File: src/rtl/tll_pkg.sv
package tll_pkg;

   localparam int LINE_BITS = 16;
   localparam logic [LINE_BITS-1:0] LINE_MAX = {LINE_BITS{1'b1}};
   localparam int KEEP = 6;
   localparam logic [2:0] LEN_SAT = 3'd7;

   localparam int QUEUE_DEPTH = 4;
   localparam int QPTR_BITS = $clog2(QUEUE_DEPTH);
   localparam int QCNT_BITS = $clog2(QUEUE_DEPTH + 1);

   localparam logic [1:0] EV_CHAR  = 2'd0;
   localparam logic [1:0] EV_TOKEN = 2'd1;
   localparam logic [1:0] EV_ERROR = 2'd2;

   localparam logic [1:0] TK_NUMBER = 2'd0;
   localparam logic [1:0] TK_IDENT  = 2'd1;
   localparam logic [1:0] TK_RESVD  = 2'd2;
   localparam logic [1:0] TK_OPER   = 2'd3;

   localparam logic [7:0] CH_LBRACE = 8'h7B;
   localparam logic [7:0] CH_RBRACE = 8'h7D;
   localparam logic [7:0] CH_COLON  = 8'h3A;
   localparam logic [7:0] CH_EQUAL  = 8'h3D;
   localparam logic [7:0] CH_LF     = 8'h0A;
   localparam logic [7:0] CH_CR     = 8'h0D;
   localparam logic [7:0] CH_TAB    = 8'h09;
   localparam logic [7:0] CH_SPACE  = 8'h20;

   typedef logic [0:KEEP-1][7:0] prefix_type;

   localparam logic [0:7][0:5][7:0] KW_TEXT = {
      {"read", 16'h0}, {"if", 32'h0}, {"then", 16'h0}, {"else", 16'h0},
      {"write", 8'h0}, "repeat", {"until", 8'h0}, {"end", 24'h0}
   };
   localparam logic [0:7][2:0] KW_LEN = {
      3'd4, 3'd2, 3'd4, 3'd4, 3'd5, 3'd6, 3'd5, 3'd3
   };

   typedef struct packed {
      logic [1:0]  event_kind;
      logic [7:0]  char_value;
      logic [1:0]  token_kind;
      logic [2:0]  keyword_index;
      logic [15:0] line_number;
      logic        error_seen;
      logic        last_of_run;
   } res_type;

   typedef struct packed {
      logic    two;
      res_type r0;
      res_type r1;
   } entry_type;

   function automatic logic is_digit(logic [7:0] c);
      return c >= "0" && c <= "9";
   endfunction

   function automatic logic is_letter(logic [7:0] c);
      return (c >= "a" && c <= "z") || (c >= "A" && c <= "Z");
   endfunction

   function automatic logic is_space(logic [7:0] c);
      return c == CH_SPACE || c == CH_TAB || c == CH_LF || c == CH_CR;
   endfunction

   function automatic logic is_op(logic [7:0] c);
      return c inside {"+", "-", "*", "/", "<", "=", "(", ")", ";"};
   endfunction

   // {hit, index}
   function automatic logic [3:0] kw_lookup(prefix_type p, logic [2:0] len);
      logic       found;
      logic       match;
      logic [2:0] idx;
      found = 1'b0;
      idx = '0;
      for (int k = 0; k < 8; k++) begin
         match = (len == KW_LEN[k]);
         for (int j = 0; j < 6; j++) begin
            if (3'(j) < KW_LEN[k] && p[j] != KW_TEXT[k][j]) begin
               match = 1'b0;
            end
         end
         if (match && !found) begin
            found = 1'b1;
            idx = 3'(k);
         end
      end
      return {found, idx};
   endfunction

   function automatic res_type mk_res(logic [1:0] ev, logic [7:0] ch, logic [1:0] tk,
                                      logic [2:0] kw, logic [LINE_BITS-1:0] line,
                                      logic err);
      res_type r;
      r.event_kind = ev;
      r.char_value = ch;
      r.token_kind = tk;
      r.keyword_index = kw;
      r.line_number = 16'(line);
      r.error_seen = err;
      r.last_of_run = 1'b0;
      return r;
   endfunction

endpackage

File: src/rtl/tiny_language_lexer_core.sv
// channel   direction  handshake              payload
// req_      in         req_valid/req_ready    char_code, end_of_input
// rsp_      out        rsp_valid/rsp_ready    event_kind .. last_of_run
//
// A byte is classified and its results formed in the cycle it is accepted; the
// results enter a four-entry queue and leave one per cycle from the output
// register while rsp_ready is high, so a byte's two results go out one by one.
// A result is held in a queue entry and then in the output register before rsp_.
// Synchronous active-high reset; no clearing pass, requests accepted right after.
// req_ready drops only while the queue is full; rsp_ready stalls back up there.
module tiny_language_lexer_core (
   input  logic        clock,
   input  logic        reset,
   input  logic        req_valid,
   output logic        req_ready,
   input  logic [7:0]  req_char_code,
   input  logic        req_end_of_input,
   output logic        rsp_valid,
   input  logic        rsp_ready,
   output logic [1:0]  rsp_event_kind,
   output logic [7:0]  rsp_char_value,
   output logic [1:0]  rsp_token_kind,
   output logic [2:0]  rsp_keyword_index,
   output logic [15:0] rsp_line_number,
   output logic        rsp_error_seen,
   output logic        rsp_last_of_run
);

   logic                req_fire;
   logic                push;
   tll_pkg::entry_type  push_entry;
   logic                q_not_full;
   logic                q_not_empty;
   logic                q_pop;
   tll_pkg::entry_type  q_head;
   tll_pkg::res_type    out_res;

   assign req_ready = q_not_full;
   assign req_fire = req_valid && req_ready;

   tll_front u_front (
      .clock        (clock),
      .reset        (reset),
      .req_fire     (req_fire),
      .char_code    (req_char_code),
      .end_of_input (req_end_of_input),
      .push         (push),
      .entry        (push_entry)
   );

   tll_queue u_queue (
      .clock      (clock),
      .reset      (reset),
      .push       (push),
      .push_entry (push_entry),
      .not_full   (q_not_full),
      .pop        (q_pop),
      .not_empty  (q_not_empty),
      .head       (q_head)
   );

   tll_back u_back (
      .clock       (clock),
      .reset       (reset),
      .q_not_empty (q_not_empty),
      .q_head      (q_head),
      .q_pop       (q_pop),
      .out_valid   (rsp_valid),
      .out_ready   (rsp_ready),
      .out_res     (out_res)
   );

   assign rsp_event_kind = out_res.event_kind;
   assign rsp_char_value = out_res.char_value;
   assign rsp_token_kind = out_res.token_kind;
   assign rsp_keyword_index = out_res.keyword_index;
   assign rsp_line_number = out_res.line_number;
   assign rsp_error_seen = out_res.error_seen;
   assign rsp_last_of_run = out_res.last_of_run;

endmodule

File: src/rtl/tll_front.sv
module tll_front (
   input  logic                  clock,
   input  logic                  reset,
   input  logic                  req_fire,
   input  logic [7:0]            char_code,
   input  logic                  end_of_input,
   output logic                  push,
   output tll_pkg::entry_type    entry
);

   localparam logic [2:0] ST_START   = 3'd0;
   localparam logic [2:0] ST_NUM     = 3'd1;
   localparam logic [2:0] ST_ID      = 3'd2;
   localparam logic [2:0] ST_ASSIGN  = 3'd3;
   localparam logic [2:0] ST_COMMENT = 3'd4;

   logic [2:0]                     state_ff, state_in;
   logic [2:0]                     len_ff, len_in;
   tll_pkg::prefix_type            prefix_ff, prefix_in;
   logic                           err_ff, err_in;
   logic [tll_pkg::LINE_BITS-1:0]  line_ff, line_in;

   tll_pkg::res_type               res [0:1];
   logic [1:0]                     n;
   logic                           do_app;
   logic                           do_sep;
   logic [2:0]                     app_base;
   logic [3:0]                     kw;
   logic [7:0]                     c;

   assign c = char_code;

   always_comb begin
      state_in = state_ff;
      len_in = len_ff;
      prefix_in = prefix_ff;
      err_in = err_ff;
      line_in = line_ff;
      kw = tll_pkg::kw_lookup(prefix_ff, len_ff);
      n = '0;
      res[0] = '0;
      res[1] = '0;
      do_app = 1'b0;
      do_sep = 1'b0;
      app_base = len_ff;
      if (end_of_input) begin
         state_in = ST_START;
         len_in = '0;
      end else begin
         case (state_ff)
            ST_NUM: begin
               if (tll_pkg::is_digit(c)) begin
                  do_app = 1'b1;
               end else begin
                  res[0] = tll_pkg::mk_res(tll_pkg::EV_TOKEN, 8'h0, tll_pkg::TK_NUMBER,
                                           3'd0, line_ff, err_ff);
                  n = 2'd1;
                  len_in = '0;
                  do_sep = 1'b1;
               end
            end
            ST_ID: begin
               if (tll_pkg::is_letter(c)) begin
                  do_app = 1'b1;
               end else begin
                  if (kw[3]) begin
                     res[0] = tll_pkg::mk_res(tll_pkg::EV_TOKEN, 8'h0, tll_pkg::TK_RESVD,
                                              kw[2:0], line_ff, err_ff);
                  end else begin
                     res[0] = tll_pkg::mk_res(tll_pkg::EV_TOKEN, 8'h0, tll_pkg::TK_IDENT,
                                              3'd0, line_ff, err_ff);
                  end
                  n = 2'd1;
                  len_in = '0;
                  do_sep = 1'b1;
               end
            end
            ST_ASSIGN: begin
               state_in = ST_START;
               len_in = '0;
               if (c == tll_pkg::CH_EQUAL) begin
                  res[0] = tll_pkg::mk_res(tll_pkg::EV_CHAR, c, tll_pkg::TK_NUMBER,
                                           3'd0, line_ff, err_ff);
                  res[1] = tll_pkg::mk_res(tll_pkg::EV_TOKEN, c, tll_pkg::TK_OPER,
                                           3'd0, line_ff, err_ff);
                  n = 2'd2;
               end else begin
                  err_in = 1'b1;
                  res[0] = tll_pkg::mk_res(tll_pkg::EV_ERROR, c, tll_pkg::TK_NUMBER,
                                           3'd0, line_ff, 1'b1);
                  n = 2'd1;
               end
            end
            ST_COMMENT: begin
               if (c == tll_pkg::CH_RBRACE) begin
                  state_in = ST_START;
               end
            end
            default: begin
               state_in = ST_START;
               len_in = '0;
               app_base = '0;
               if (tll_pkg::is_space(c)) begin
                  state_in = ST_START;
               end else if (c == tll_pkg::CH_LBRACE) begin
                  state_in = ST_COMMENT;
               end else if (tll_pkg::is_digit(c)) begin
                  state_in = ST_NUM;
                  do_app = 1'b1;
               end else if (tll_pkg::is_letter(c)) begin
                  state_in = ST_ID;
                  do_app = 1'b1;
               end else if (c == tll_pkg::CH_COLON) begin
                  state_in = ST_ASSIGN;
                  do_app = 1'b1;
               end else begin
                  do_sep = 1'b1;
               end
            end
         endcase

         if (do_app) begin
            if (app_base < 3'(tll_pkg::KEEP)) begin
               prefix_in[app_base] = c;
            end
            len_in = (app_base < tll_pkg::LEN_SAT) ? app_base + 3'd1 : app_base;
            res[n[0]] = tll_pkg::mk_res(tll_pkg::EV_CHAR, c, tll_pkg::TK_NUMBER, 3'd0,
                                        line_ff, err_in);
            n = n + 2'd1;
         end

         if (do_sep) begin
            state_in = ST_START;
            if (tll_pkg::is_op(c)) begin
               res[n[0]] = tll_pkg::mk_res(tll_pkg::EV_TOKEN, c, tll_pkg::TK_OPER, 3'd0,
                                           line_ff, err_in);
               n = n + 2'd1;
            end else if (!tll_pkg::is_space(c)) begin
               err_in = 1'b1;
               res[n[0]] = tll_pkg::mk_res(tll_pkg::EV_ERROR, c, tll_pkg::TK_NUMBER, 3'd0,
                                           line_ff, 1'b1);
               n = n + 2'd1;
            end
         end

         if (c == tll_pkg::CH_LF && line_ff != tll_pkg::LINE_MAX) begin
            line_in = line_ff + 1'b1;
         end
      end

      if (n == 2'd1) begin
         res[0].last_of_run = 1'b1;
      end
      if (n == 2'd2) begin
         res[1].last_of_run = 1'b1;
      end
   end

   assign push = req_fire && (n != 2'd0);
   assign entry.two = n[1];
   assign entry.r0 = res[0];
   assign entry.r1 = res[1];

   always_ff @(posedge clock) begin
      if (reset) begin
         state_ff <= ST_START;
         len_ff <= '0;
         err_ff <= 1'b0;
         line_ff <= {{(tll_pkg::LINE_BITS-1){1'b0}}, 1'b1};
      end else if (req_fire) begin
         state_ff <= state_in;
         len_ff <= len_in;
         err_ff <= err_in;
         line_ff <= line_in;
      end
   end

   always_ff @(posedge clock) begin
      if (req_fire) begin
         prefix_ff <= prefix_in;
      end
   end

   line_never_zero: assert property (@(posedge clock) disable iff (reset)
      line_ff != '0)
      else $error("line counter reached zero");

endmodule

File: src/rtl/tll_queue.sv
module tll_queue (
   input  logic                clock,
   input  logic                reset,
   input  logic                push,
   input  tll_pkg::entry_type  push_entry,
   output logic                not_full,
   input  logic                pop,
   output logic                not_empty,
   output tll_pkg::entry_type  head
);

   tll_pkg::entry_type              slot_ff [0:tll_pkg::QUEUE_DEPTH-1];
   logic [tll_pkg::QPTR_BITS-1:0]   wr_ff, wr_in;
   logic [tll_pkg::QPTR_BITS-1:0]   rd_ff, rd_in;
   logic [tll_pkg::QCNT_BITS-1:0]   cnt_ff, cnt_in;

   assign not_full = cnt_ff != tll_pkg::QCNT_BITS'(tll_pkg::QUEUE_DEPTH);
   assign not_empty = cnt_ff != '0;
   assign head = slot_ff[rd_ff];

   always_comb begin
      wr_in = push ? wr_ff + 1'b1 : wr_ff;
      rd_in = pop ? rd_ff + 1'b1 : rd_ff;
      cnt_in = cnt_ff;
      if (push && !pop) begin
         cnt_in = cnt_ff + 1'b1;
      end else if (pop && !push) begin
         cnt_in = cnt_ff - 1'b1;
      end
   end

   always_ff @(posedge clock) begin
      if (reset) begin
         wr_ff <= '0;
         rd_ff <= '0;
         cnt_ff <= '0;
      end else begin
         wr_ff <= wr_in;
         rd_ff <= rd_in;
         cnt_ff <= cnt_in;
      end
   end

   always_ff @(posedge clock) begin
      if (push) begin
         slot_ff[wr_ff] <= push_entry;
      end
   end

   no_overflow: assert property (@(posedge clock) disable iff (reset)
      push |-> not_full)
      else $error("queue push while full");

   no_underflow: assert property (@(posedge clock) disable iff (reset)
      pop |-> not_empty)
      else $error("queue pop while empty");

endmodule

File: src/rtl/tll_back.sv
module tll_back (
   input  logic                clock,
   input  logic                reset,
   input  logic                q_not_empty,
   input  tll_pkg::entry_type  q_head,
   output logic                q_pop,
   output logic                out_valid,
   input  logic                out_ready,
   output tll_pkg::res_type    out_res
);

   logic              out_valid_ff, out_valid_in;
   tll_pkg::res_type  out_ff, out_in;
   logic              sec_valid_ff, sec_valid_in;
   tll_pkg::res_type  sec_ff, sec_in;
   logic              slot_free;

   assign slot_free = !out_valid_ff || out_ready;
   assign q_pop = slot_free && !sec_valid_ff && q_not_empty;

   always_comb begin
      out_valid_in = out_valid_ff;
      out_in = out_ff;
      sec_valid_in = sec_valid_ff;
      sec_in = sec_ff;
      if (slot_free) begin
         if (sec_valid_ff) begin
            out_valid_in = 1'b1;
            out_in = sec_ff;
            sec_valid_in = 1'b0;
         end else if (q_not_empty) begin
            out_valid_in = 1'b1;
            out_in = q_head.r0;
            sec_valid_in = q_head.two;
            sec_in = q_head.r1;
         end else begin
            out_valid_in = 1'b0;
         end
      end
   end

   always_ff @(posedge clock) begin
      if (reset) begin
         out_valid_ff <= 1'b0;
         sec_valid_ff <= 1'b0;
      end else begin
         out_valid_ff <= out_valid_in;
         sec_valid_ff <= sec_valid_in;
      end
   end

   always_ff @(posedge clock) begin
      out_ff <= out_in;
      sec_ff <= sec_in;
   end

   assign out_valid = out_valid_ff;
   assign out_res = out_ff;

   second_follows_first: assert property (@(posedge clock) disable iff (reset)
      sec_valid_ff |-> out_valid_ff && !out_ff.last_of_run)
      else $error("second result held without a pending first");

   second_is_last: assert property (@(posedge clock) disable iff (reset)
      sec_valid_ff |-> sec_ff.last_of_run)
      else $error("held second result not marked last");

endmodule
File: config.mk
export PLATFORM = sky130hd
export DESIGN_NAME = tiny_language_lexer_core
export DESIGN_NICKNAME = d
export VERILOG_FILES = /design/src/rtl/tll_pkg.sv /design/src/rtl/tiny_language_lexer_core.sv /design/src/rtl/tll_front.sv /design/src/rtl/tll_queue.sv /design/src/rtl/tll_back.sv
export SDC_FILE = /design/constraint.sdc
export NUM_CORES = 1
export LEC_CHECK = 0
export BUFFER_PORTS_ARGS = -buffer_cell sky130_fd_sc_hd__buf_2
export CAP_MARGIN = 20
export CORE_ASPECT_RATIO = 0.9
export CORE_UTILIZATION = 30
export CTS_BUF_LIST = sky130_fd_sc_hd__clkbuf_8
export CTS_CLUSTER_SIZE = 24
export DETAILED_ROUTE_END_ITERATION = 8
export GPL_TIMING_DRIVEN = 0
export PLACE_DENSITY = 0.51
export SLEW_MARGIN = 10
export SYNTH_ARGS = -nofsm -noshare
export SYNTH_HDL_FRONTEND = slang
export SYNTH_SLANG_ARGS = --single-unit
File: constraint.sdc
create_clock -name clock -period 8.03 [get_ports clock]
set_clock_uncertainty 0.2 [all_clocks]
set_input_delay 0.4015 -clock clock [delete_from_list [all_inputs] [get_ports clock]]
set_output_delay 0.4015 -clock clock [all_outputs]
set_load 0.02 [all_outputs]
==> results.py <==
metrics = {
    "timing": {
        "max_freq_ghz": 0.2212,
        "hold_viol": 0,
        "worstMarginPinSlew_ns": 1.003,
        "drv_slew": 0,
        "grt_setup_unrepaired": "false",
        "setup_tns_ns": 0,
        "slew_headroom_pct": 33.11,
        "whs_ns": 0.1306,
        "layout_min_cycle_time_ns": 4.520,
        "finalCritPeriodShare_pct": 56.29,
        "setup_viol": 0,
    },
    "global_routing": {
        "grt_pass1_wl_mm": 55.11,
        "grt_pass1_vias": 9040,
        "antenna_found_initial": 0,
        "grt_usage_pct": 13.81,
        "top_usage_layer": "met2",
        "use_met1_pct": 19.59,
        "grt_max_degree": 49,
        "gr-total-overflow": 0,
        "grtUsageMet2_pct": 21.15,
        "grtUsageMet3_pct": 2.984,
    },
    "clock_tree": {
        "cts_setup_buffers": 0,
        "clock_latency_ns": 0.60,
        "clockRootBuffer": "clkbuf_8",
        "clock_sinks": 391,
        "htree_num_levels": 3,
        "cts_made_buffers": 69,
        "clk_path_buf_depth": 3,
        "clkTransAtPathRegs_ns": 0.06,
        "cts_tree": "yes",
    },
    "placement": {
        "place_hpwl_mm": 22.94,
        "gp_congestion": 0.7963,
        "io_buffers": 46,
    },
    "yosys": {
        "synth_top_area_cell": "edfxtp_1",
        "synth-seq-area-share_pct": 72.09,
        "ys_warn_count": 0,
        "yosysUniqueCellTypes": 68,
        "synthArstFlopShare_pct": 0,
        "syn_nets": 947,
        "ys_seq_elements": 391,
        "syn-cell-area_um2": 15820,
        "synthFlopType": "edfxtp_1",
        "yosys-top-cells-area": "edfxtp_1 (68%), mux4_2 (8.8%), dfxtp_1 (4.3%), mux2_2 (1.9%), and2_1 (1.7%)",
        "synth.top_cell.area_share_pct": 67.78,
        "synth_edf_count": 357,
        "synth_area_per_cell_um2": 17.12,
        "synthCells": 924,
    },
    "power": {
        "power_density_nw_per_um2": 287.6,
        "p_leak_nw": 6.062,
        "power_mw": 5.309,
        "vdd_ir_drop_max_v": 0.0001055,
    },
    "min_path": {
        "holdPathEnd": "u_queue.wr_ff[0]$_SDFFE_PP0P_",
        "min-delay-start": "reset",
        "holdPathStages": 3,
        "hold_path_class": "in2reg",
    },
    "cells_and_area": {
        "fill_cells": 4921,
        "drive_gt1_share_pct": 23.60,
        "regArea_um2": 11400,
        "final_nets": 1089,
        "multiInputGateArea_um2": 4248,
        "area_growth_pct": 16.73,
    },
    "detailed_routing": {
        "first_iter_violations": 602,
        "vias_per_cell": 4.774,
        "first_pass_iters": 5,
        "routed_wl_mm": 35.90,
        "routedWlPerCell_um": 19.96,
        "drc": 0,
        "num_vias": 8589,
        "antenna_left": 0,
    },
    "status": {
        "outcome": "complete, no violations",
    },
    "setup_path": {
        "r2r-end": "u_queue.cnt_ff[2]$_SDFFE_PP0P_",
        "critPathArrivalTime_ns": 4.85,
        "path_max_fanout": 10,
        "crit_top_cell": "ha_1",
        "worstSetupPathType": "in2reg",
        "crit_path_top_delay_cell": "dlygate4sd3_1",
        "crit_chain": "dlygate4sd3_1, buf_2, clkbuf_1, nand2b_1, or4_4, and4_4, o21ai_1, nand3_1, ha_1, a221oi_2, o22ai_4, ha_1, inv_1, fa_1, xor2_1, or3_1, a21oi_1",
        "path_delay_family": "simple AND/OR/NAND/NOR gates",
        "ff2ff_setup_slack_ns": 4.01,
        "cp-start-kind": "input port",
        "r2r-start": "u_front.state_ff[0]$_SDFFE_PP0P_",
        "r2r_cells": 14,
        "slowest_delay_ns": 0.53,
        "crit_required_ns": 8.36,
        "crit_buf_inv": 4,
        "critPathCaptureType": "flop",
    },
    "die": {
        "fp.dieW_um": 244.0,
        "die_h_um": 219.8,
        "core_um2": 51890,
        "start_util_pct": 30.48,
        "num_io_pins": 48,
        "rows": 79,
        "die_area_um2": 53640,
    },
    "run": {
        "cap_violations": 0,
    },
}
tightest hold or removal path, cell delays in order:
cell	delay, ns
clkbuf_1	0.21
nor2_1	0.14
mux2_4	0.14
flip-flops by register name, summed over array words and instances (netlist names), named ones only:
name	cells
u_queue.slot_ff	248
u_front.len_ff	3
u_back.out_valid	1
u_back.out_res	33
u_front.state_ff	3
u_front.line_ff	16
u_back.sec_valid_ff	1
u_queue.cnt_ff	3
u_front.prefix_ff	48
u_queue.wr_ff	2
u_queue.rd_ff	2
u_back.sec_ff	28
u_front.err_ff	1
stage by stage:
| step | instances | utilization (%) | worst slack, ns | instance area [um^2] |
|---|---|---|---|---|
| after floorplan | 924 | - | 3.616 | 15820 |
| after detailed placement | 1672 | 33.06 | 3.491 | 17160 |
| after CTS | 1797 | 35.55 | 3.587 | 18450 |
| after global routing | 1798 | 35.57 | 3.303 | 18460 |
| final | 1799 | 35.58 | 3.510 | 18460 |
| after global placement | 1658 | 32.58 | 0.6230 | 16910 |
power breakdown:
group / switching [mW] / total [mW] / internal, mW
logic: 0.643 / 1.08 / 0.441
registers: 0.0620 / 2.60 / 2.54
clock network: 0.782 / 1.63 / 0.846
total: 1.49 / 5.31 / 3.82
what timing repair did:
item | 4_1_cts | 5_1_grt
hold buffers | 10 | 0
resized for setup | 0 | 0
endpoints found under the hold margin | 48 | 0
cell usage after synthesis, types with 9 or more instances:
cell type and number:
o21ai_0 12, clkbuf_1 23, dfxtp_1 34, a21oi_1 23, nor3b_1 10, ha_1 9
xor2_1 10, nand2_1 34, mux2_2 27, and2_1 44, nor2b_1 18, nand4_1 14
nor2_1 60, inv_1 14, mux4_2 62, edfxtp_1 357, nand2b_1 15, nor3_1 23
nor4_1 10
placed cells by master, fill, tap and decap left out, types with 6 or more instances in the layout:
master         synthesis  final
a21oi_1               23     23
and2_1                44     40
and3b_1                7      7
buf_2                  7     56
clkbuf_1              23     23
clkbuf_8               0     71
clkinv_1               0      9
dfxtp_1               34     34
dlygate4sd3_1          0     10
edfxtp_1             357    357
ha_1                   9      9
inv_1                 14     41
mux2_2                27     27
mux2i_1                6      6
mux4_2                62     62
nand2_1               34     34
nand2b_1              15     15
nand3_1                7      7
nand4_1               14     14
nor2_1                60     59
nor2b_1               18     18
nor3_1                23     22
nor3b_1               10     10
nor4_1                10      7
nor4bb_1               7      7
o21a_1                 7      7
o21ai_0               12     12
xnor2_1                7      7
xor2_1                10     10
kinds of logic after synthesis:
kind of cell / share of synthesized area, %
compound gates: 3.157
xor+xnor: 0.9414
fa+ha+maj: 0.8386
buf+inv: 1.313
flops: 72.09
mux: 11.23
simple gates: 10.44
worst max-delay path by stage:
stage                     depth (start not counted)                               to                        startpoint
after CTS                                        17   u_queue.cnt_ff[2]$_SDFFE_PP0P_                  req_char_code[2]
after detailed placement                         16   u_queue.cnt_ff[2]$_SDFFE_PP0P_                  req_char_code[2]
after floorplan                                  10  u_queue.slot_ff[0][0]$_DFFE_PP_                  req_char_code[2]
final                                            17   u_queue.cnt_ff[2]$_SDFFE_PP0P_                  req_char_code[2]
after global placement                            9   u_queue.cnt_ff[2]$_SDFFE_PP0P_  u_back.sec_valid_ff$_SDFFE_PP0N_
after global routing                             17   u_queue.cnt_ff[2]$_SDFFE_PP0P_                  req_char_code[2]
metal layers:
metal  vias up  routed length [um]
met5         -                   0
met4         0                 638
met3        56                1775
met2       225               16340
met1      4371               17150
li1       3937                   -
area by class of cell:
| type | count | area share (%) |
|---|---|---|
| flip-flops and latches | 391 | 61.76 |
| clock buffers | 71 | 5.293 |
| inverters | 14 | 0.2846 |
| clock inverters | 44 | 1.159 |
| repair buffers | 71 | 2.982 |
| multi-input cells | 482 | 23.01 |
| well taps | 688 | 4.663 |
| diodes | 1 | 0.01355 |
| plain buffers | 37 | 0.8404 |
Power figures use the tool's default switching activity.
